$ cat config.mk
export PLATFORM = sky130hd
export DESIGN_NAME = vseg_front
export DESIGN_NICKNAME = d
export VERILOG_FILES = /design/src/sv/vseg_pkg.sv /design/src/sv/vseg_front.sv
export SDC_FILE = /design/constraint.sdc
export NUM_CORES = 1
export LEC_CHECK = 0
export BUFFER_PORTS_ARGS = -buffer_cell sky130_fd_sc_hd__buf_2
export CORE_MARGIN = 2
export CORE_UTILIZATION = 35
export DETAILED_ROUTE_END_ITERATION = 6
export PLACE_DENSITY = 0.58
export SLEW_MARGIN = 20
export SYNTH_ARGS = -nofsm -noshare
export SYNTH_HDL_FRONTEND = slang
export SYNTH_SLANG_ARGS = --single-unit
$ cat constraint.sdc
create_clock -name clk -period 17 [get_ports clk]
set_clock_uncertainty 0.1 [all_clocks]
set_input_delay 0 -clock clk [delete_from_list [all_inputs] [get_ports clk]]
set_output_delay 0 -clock clk [all_outputs]
set_load 0.02 [all_outputs]
$ cat src/sv/vseg_pkg.sv
// Shared types and constants for the volatility shock exposure gate.
// Holds the config struct, the queue entry, the divider request and the status codes.
// No dependencies.
package vseg_pkg;

  localparam int WINDOW_MAX = 64;
  localparam int RING_AW    = $clog2(WINDOW_MAX);
  localparam int FILL_W     = $clog2(WINDOW_MAX + 1);
  localparam int VAR_W      = 48;
  localparam int Q_DEPTH    = 4;
  localparam int QP_W       = $clog2(Q_DEPTH);
  localparam int QC_W       = $clog2(Q_DEPTH + 1);
  localparam int CFG_IDX_W  = 3;
  localparam int CFG_DATA_W = 40;

  localparam logic [VAR_W-1:0] VARMAX   = {VAR_W{1'b1}};
  localparam logic [16:0]      ONE_Q16  = 17'd65536;
  localparam logic [VAR_W-1:0] SV_TINY  = 48'd72057;
  localparam logic [19:0]      RECIP3   = 20'd349526;
  localparam logic [19:0]      RECIP5   = 20'd209716;

  localparam logic [CFG_IDX_W-1:0] CFG_SAMPLE_INTERVAL = 3'd0;
  localparam logic [CFG_IDX_W-1:0] CFG_WINDOW_LENGTH   = 3'd1;
  localparam logic [CFG_IDX_W-1:0] CFG_VOL_DECAY       = 3'd2;
  localparam logic [CFG_IDX_W-1:0] CFG_SHOCK_DECAY     = 3'd3;
  localparam logic [CFG_IDX_W-1:0] CFG_Z_LOWER         = 3'd4;
  localparam logic [CFG_IDX_W-1:0] CFG_Z_UPPER         = 3'd5;
  localparam logic [CFG_IDX_W-1:0] CFG_EXPOSURE_FLOOR  = 3'd6;

  localparam logic [1:0] ST_INVALID = 2'd0;
  localparam logic [1:0] ST_PRIMED  = 2'd1;
  localparam logic [1:0] ST_EARLY   = 2'd2;
  localparam logic [1:0] ST_SAMPLED = 2'd3;

  typedef struct packed {
    logic [39:0] sample_interval_ns;
    logic [6:0]  window_length;
    logic [15:0] vol_decay;
    logic [15:0] shock_decay;
    logic [23:0] z_lower;
    logic [23:0] z_upper;
    logic [16:0] exposure_floor;
  } cfg_t;

  typedef struct packed {
    logic [1:0]  status;
    logic [32:0] mid_sum;
    logic [32:0] prev_mid_sum;
  } q_entry_t;

  typedef struct packed {
    logic [VAR_W-1:0] den;
    logic [VAR_W-1:0] rem0;
    logic [VAR_W-1:0] num;
    logic [5:0]       steps;
  } div_req_t;

  typedef struct packed {
    logic             done;
    logic [VAR_W-1:0] quo;
  } div_rsp_t;

endpackage

$ cat src/sv/vseg_front.sv
// Front end: accepts quotes, classifies them and queues them for the back end.
// Owns the last mid and last sample time. Uses vseg_pkg.
module vseg_front (
  input  logic               clk,
  input  logic               rst,
  input  vseg_pkg::cfg_t     cfg,
  input  logic               in_valid,
  output logic               in_stall,
  input  logic [31:0]        bid_price,
  input  logic [31:0]        ask_price,
  input  logic [63:0]        quote_time_ns,
  output logic               q_valid,
  output vseg_pkg::q_entry_t q_head,
  input  logic               q_pop
);
  import vseg_pkg::*;

  q_entry_t         q_mem [Q_DEPTH];
  logic [QP_W-1:0]  wr_ptr, rd_ptr;
  logic [QC_W-1:0]  count;
  logic [32:0]      last_mid;
  logic [63:0]      last_ns;
  logic [32:0]      mid;
  logic [63:0]      elapsed;
  logic [1:0]       cls;
  logic             push;

  assign in_stall = (count == QC_W'(Q_DEPTH));
  assign push     = in_valid && !in_stall;
  assign q_valid  = (count != '0);
  assign q_head   = q_mem[rd_ptr];
  assign mid      = {1'b0, bid_price} + {1'b0, ask_price};
  assign elapsed  = quote_time_ns - last_ns;

  always_comb begin
    if (bid_price == '0 || ask_price == '0) begin
      cls = ST_INVALID;
    end else if (last_mid == '0) begin
      cls = ST_PRIMED;
    end else if (last_ns != '0 && elapsed < 64'(cfg.sample_interval_ns)) begin
      cls = ST_EARLY;
    end else begin
      cls = ST_SAMPLED;
    end
  end

  always_ff @(posedge clk) begin
    if (rst) begin
      wr_ptr   <= '0;
      rd_ptr   <= '0;
      count    <= '0;
      last_mid <= '0;
      last_ns  <= '0;
    end else begin
      if (push) begin
        q_mem[wr_ptr] <= '{status: cls, mid_sum: mid, prev_mid_sum: last_mid};
        wr_ptr        <= wr_ptr + 1'b1;
        if (cls == ST_PRIMED || cls == ST_SAMPLED) begin
          last_mid <= mid;
          last_ns  <= quote_time_ns;
        end
      end
      if (q_pop) begin
        rd_ptr <= rd_ptr + 1'b1;
      end
      count <= count + QC_W'(push) - QC_W'(q_pop);
    end
  end

  a_count_bound: assert property (@(posedge clk) disable iff (rst)
    count <= QC_W'(Q_DEPTH)) else $error("queue count overflow");

  a_mid_tracks: assert property (@(posedge clk) disable iff (rst)
    push && cls == ST_SAMPLED |=> last_mid == $past(mid))
    else $error("last mid not updated on sample");

endmodule

# ---- Word-level counts from Yosys, hierarchy flattened
# Memories as Yosys holds them, arrays and structs flattened. A register that Yosys moved wholly into a read port is not among the register bits.
# Index checks and enable logic that the tools add are counted.
dict set report word_totals {
  reg_bits 104
  latchBits 0
  ram_bits 272
  mem_bits_ro 0
  output_inout_bits 70
  elab_cells 35
  mem_count 1
}
# name words word_bits read_ports rd_ports_with_merged_regs write_ports line
set memory_table {}
lappend memory_table {q_mem 4 68 1 1 1 vseg_front.sv:18} ;# q_entry_t q_mem [Q_DEPTH];
dict set report op_classes {
  n_addsub 6
  n_mul 0
  div 0
  order_cmp 1
  eq_ne 3
  shift 0
  n_mux 8
  bitwise_logic 0
  reduce_logical 11
}
# op count
set op_table {}
lappend op_table {{32-bit logical NOT} 2}
lappend op_table {{64-bit by 40-bit < comparator with 1-bit output} 1}
lappend op_table {{64-bit nonzero test} 1}
lappend op_table {{64-bit subtractor} 1}
lappend op_table {{32-bit by 32-bit adder with 33-bit output} 1}
lappend op_table {{33-bit logical NOT} 1}
lappend op_table {{2-bit two-way mux} 4}
lappend op_table {{2-bit by 1-bit adder with 2-bit output, second input constant} 2}
lappend op_table {{1-bit two-way mux} 4}
lappend op_table {{3-bit by 1-bit adder with 3-bit output} 1}
lappend op_table {{3-bit == test, second input constant} 1}
lappend op_table {{3-bit nonzero test} 1}
lappend op_table {{3-bit by 1-bit subtractor with 3-bit output} 1}
lappend op_table {{2-bit by 1-bit == test with 1-bit output, second input constant} 1}
lappend op_table {{2-bit == test, second input constant} 1}
lappend op_table {{1-bit logical AND} 2}
lappend op_table {{1-bit logical OR} 2}
lappend op_table {{2-bit AND reduction} 1}
lappend op_table {{1-bit logical NOT} 1}

# ---- Longest topological paths before layout
dict set report logic_depth {
  depth_word 9
  mapped_depth 30
  depth_no_buf 28
}

# ---- Worst setup path after synthesis
# Ideal clock, no wire load.
dict set report synth_path {
  kind {reg-to-reg}
  from {reg count[1]}
  to {mem q_mem[1][0] in the netlist's numbering (enable)}
  setup_time_ns 0.592
  arrival_ns 6.159
  t_required_ns 16.308
  path_slack_ns 10.149
  path_stages_with_launch 7
  path_buffers 2
  period_less_slack_ns 6.851
  path_cell_list {dfxtp_1 > nor3b_1 > nor2b_1 > inv_1 > clkbuf_1 > clkbuf_1 > nor3b_1}
}
dict set report synth_via {
  elab_chain_cells 6
}
# element line
set synth_lines {}
lappend synth_lines {{start, declared} vseg_front.sv:20} ;# logic [QC_W-1:0] count;
lappend synth_lines {{start signal, assigned} vseg_front.sv:66} ;# count <= count + QC_W'(push) - QC_W'(q_pop);
lappend synth_lines {{3-bit == test} vseg_front.sv:28} ;# assign in_stall = (count == QC_W'(Q_DEPTH));
lappend synth_lines {{net in_stall} vseg_front.sv:8} ;# output logic in_stall,
lappend synth_lines {{1-bit logical NOT} vseg_front.sv:29} ;# assign push = in_valid && !in_stall;
lappend synth_lines {{1-bit logical AND} vseg_front.sv:29}
lappend synth_lines {{1-bit two-way mux} vseg_front.sv:55} ;# if (push) begin
lappend synth_lines {{1-bit two-way mux} vseg_front.sv:48} ;# if (rst) begin
lappend synth_lines {{1-bit two-way mux (implied by the code)} vseg_front.sv:56} ;# q_mem[wr_ptr] <= '{status: cls, mid_sum: mid, prev_mid_sum: last_mid};
lappend synth_lines {{end, declared} vseg_front.sv:18}
# The timed path passes the listed nets, and every way through them passes these cells.

# ---- Worst setup path in the final report
dict set report layout_path {
  from {reg last_ns[27]}
  to {reg last_ns[56]}
}
dict set report layout_via {
  elab_chain_cells 9
  word_cells_on_any_way 11
  classes_between {add/sub (1); order compare (1); eq/ne (2); mux (3); reduce/logical (4)}
}
# element line
set layout_lines {}
lappend layout_lines {{start, declared} vseg_front.sv:22} ;# logic [63:0] last_ns;
lappend layout_lines {{start signal, assigned} vseg_front.sv:60} ;# last_ns <= quote_time_ns;
lappend layout_lines {{64-bit subtractor} vseg_front.sv:33} ;# assign elapsed = quote_time_ns - last_ns;
lappend layout_lines {{64-bit by 40-bit < comparator with 1-bit output} vseg_front.sv:40} ;# end else if (last_ns != '0 && elapsed < 64'(cfg.sample_interval_ns)) begin
lappend layout_lines {{1-bit logical AND *} vseg_front.sv:40}
lappend layout_lines {{1-bit two-way mux *} vseg_front.sv:40}
lappend layout_lines {{2-bit two-way mux *} vseg_front.sv:38} ;# end else if (last_mid == '0) begin
lappend layout_lines {{2-bit two-way mux *} vseg_front.sv:36} ;# if (bid_price == '0 || ask_price == '0) begin
lappend layout_lines {{2-bit by 1-bit == test with 1-bit output / 2-bit == test (equally long branches)} vseg_front.sv:58} ;# if (cls == ST_PRIMED || cls == ST_SAMPLED) begin
lappend layout_lines {{1-bit logical OR *} vseg_front.sv:58}
lappend layout_lines {{2-bit AND reduction (no line) *} n/a}
# Mark *: on every way between the ends. The rest lies on a longest branch, timed or not.
# A chain may end at the register's enable or synchronous reset.

==> impl_metrics.ini <==
[pwr]
power.share.clock_pct = 32.2
max-vdd-ir-drop_mv = 0.0684
switching_share_pct = 31.9
combPwrFrac_pct = 28.4
power.density_nw_per_um2 = 114
p_leak_nw = 9.59
seqPwrFrac_pct = 39.4
power.switching_uw = 927
intPower_mw = 1.98

[route]
vias = 16900
drc = 0
wl_per_cell_um = 20.6
dr.pass1.iters = 5
viasPerCell = 5.52
drtIter0Drc = 1167
antenna_left = 0
wirelength_mm = 63.2

[placed_design]
dp_cells = 2872
routabilityCongestion = 0.907
dpl.hpwl_mm = 44.4
io_buffer_count = 241
pre_cts_ws_ns = 8.27

[cts]
h-tree-depth = 2
ctsResizeCount = 0
clockRootBuffer = clkbuf_16
cts_sinks = 378
numCtsBuffers = 41
clockBufferDepth = 3
worst_skew_pair.late_latency_ns = 0.57
cts_tree = done
post-cts-setup-buffers = 0
path_clk_slew_ns = 0.07

[synth]
syn_avg_cell_area_sq_um = 10.9
async_flop_share_pct = 0
synth_area_leaders = edfxtp_1 39%, dfxtp_1 10%, ha_1 8.3%
syn_nets = 2359
yosysUniqueCellTypes = 74
ys_ff_latch = 378
synth_edf_count = 272
synth_top_area_share_pct = 38.8
synth_ff_type = edfxtp_1
synth_cells = 1940
yosysWarnings = 0
yosys.area.top_type = edfxtp_1
post_synth_instance_area_sq_um = 21100
yosysSeqAreaShare_pct = 48.9

[finish]
area_growth_pct = 21.4
fin_cells = 3063
nets = 2676
layout-drive-gt1-share_pct = 17.7
n_antenna_cell = 0

[timing]
setup_viol = 0
worst_pin_slew_ns = 1.22
period_needed_ns = 9.30
period_share_pct = 54.7
hold_viol = 0
final.setup.worst_slack_ns = 7.70
slew_headroom_pct = 18.2
tns_ns = 0
maxSlewViolCount = 0
fmax_ghz = 0.107
rsz0062_at_grt = false

[grt]
grt_pass1_vias = 17100
antenna_found_initial = 2
gr-total-overflow = 0
grt_max_degree = 97
grt_use_total_pct = 19.9
grt_pass1_wl_mm = 96.8

[die]
die_w_um = 249
start_util_pct = 35.6
dieHeight_um = 249
design.core.area_sq_um = 59200
die_area_sq_um = 62200
rows = 89
io_pins = 346

[worst_setup_path]
crit_slowest_cell = clkinv_2
reg2reg_to = last_ns[56]
cp.arrival_ns = 9.64
timing.rr.start = last_ns[27]
rrSetupSlack_ns = 7.70
cp_max_fo = 57
cp.required_ns = 17.33
startpoint_type = flop
critPathKind = reg2reg
cp_slowest_stage_delay_ns = 0.69
endpoint_kind = flop
reg2reg_depth = 25

[hold_path]
min_path_type = in2reg
hp-start = ask_price[26]
min_to = q_mem[3][59]
hold_depth = 3

[outcome]
outcome = finished clean

[job]
drv_cap = 0
[metrics by stage]
| step | area [sq um] | total power [mW] | utilization, % | hold slack [ns] |
|---|---|---|---|---|
| floorplan | 21100 | 1.69 | - | 0.0477 |
| global placement | 23000 | 1.94 | 38.8 | 0.172 |
| detailed placement | 23000 | 1.96 | 38.8 | 0.179 |
| CTS | 25600 | 2.93 | 43.2 | 0.000287 |
| global route | 25600 | 3.05 | 43.2 | 0.0333 |
| finish | 25600 | 2.90 | 43.2 | 0.0384 |
[worst max path at each step]
stage	startpoint	end	slack (ns)
detailed placement	last_ns[30]	last_ns[24]	8.27
floorplan	count[1]	q_mem[1][0]	10.15
finish	last_ns[27]	last_ns[56]	7.70
CTS	last_ns[27]	last_ns[59]	7.70
global route	last_ns[0]	last_ns[43]	6.93
global placement	last_ns[27]	last_ns[60]	8.21
[synth_stat cells, types with 23 or more instances]
| cell type | instances |
|---|---|
| nand3_1 | 109 |
| nand4_1 | 42 |
| a21oi_1 | 203 |
| o21ai_0 | 117 |
| dfxtp_1 | 106 |
| nor4_1 | 48 |
| nand2_1 | 83 |
| edfxtp_1 | 272 |
| a21o_1 | 46 |
| nor2_1 | 102 |
| xnor2_1 | 54 |
| o21a_1 | 23 |
| nor3_1 | 30 |
| ha_1 | 140 |
| inv_1 | 128 |
| mux4_2 | 68 |
| clkbuf_1 | 71 |
| o21ai_1 | 43 |
| xor2_1 | 27 |
[area by class of cell]
cell class	instances	area (sq um)
clock inverter	20	298
inverter	129	485
tap	773	967
timing repair buffer	370	2460
sequential	378	10300
multi-input combinational	1337	9920
clock buffer	56	1130
fill	5621	33700
[placed cells by master, fill, tap and decap left out, types with 12 or more instances in the layout]
master / instances
edfxtp_1: 272
buf_2: 240
a21oi_1: 203
ha_1: 140
inv_1: 127
o21ai_0: 117
dlygate4sd3_1: 115
nand3_1: 109
dfxtp_1: 104
nor2_1: 102
nand2_1: 83
mux4_2: 68
xnor2_1: 54
a21o_1: 46
nor4_1: 46
o21ai_1: 43
nand4_1: 42
clkbuf_16: 41
nor3_1: 30
xor2_1: 27
o21a_1: 23
buf_4: 15
nand2b_1: 14
nor2b_1: 14
o21bai_1: 13
o211ai_1: 12
[logic make-up (layout without fill, tap and decap cells)]
family,after synthesis,count (layout),share of synthesized area (%)
buffers and inverters,225,575,4.24
multiplexers,76,76,7.66
XOR/XNOR,81,81,3.37
AND/OR/NAND/NOR,495,495,11.9
flip-flops,378,378,48.9
AO/OA/AOI/OAI,542,542,15.4
adder cells (fa/ha/maj),143,143,8.60
[power groups by stage]
stage	Sequential [mW]	Clock [mW]	Combinational, mW
6_report	1.14	0.935	0.823
5_1_grt	1.15	0.993	0.903
4_1_cts	1.15	0.959	0.824
3_5_place_dp	1.17	0	0.793
3_3_place_gp	1.16	0	0.783
2_1_floorplan	1.15	0	0.545
[per-layer routing]
layer  global-route usage, %  part of all wire [%]
met5                       0                 0.011
met4                    5.75                   2.7
met3                    3.36                   5.1
met2                    34.3                    49
met1                    25.6                    44
[repair_timing]
item	in CTS	in global routing
endpoints found under the setup margin	0	0
hold buffers	115	0
endpoints found under the hold margin	130	0
[critical path, delay by kind of cell, from the launching register on]
| kind | cells | cell delay (ns) |
|---|---|---|
| buffers and inverters | 4 | 1.95 |
| XOR/XNOR | 1 | 0.27 |
| AO/OA/AOI/OAI | 9 | 2.72 |
| adder cells (fa/ha/maj) | 2 | 0.71 |
| flip-flops | 1 | 0.35 |
| AND/OR/NAND/NOR | 9 | 2.99 |
[state kept, by name, summed over array words and instances (netlist names), named ones only]
register and cells:
last_ns 64, rd_ptr 2, last_mid 33, q_mem 272, wr_ptr 2, count 3
Note: power is estimated with default switching activity, not from simulation.
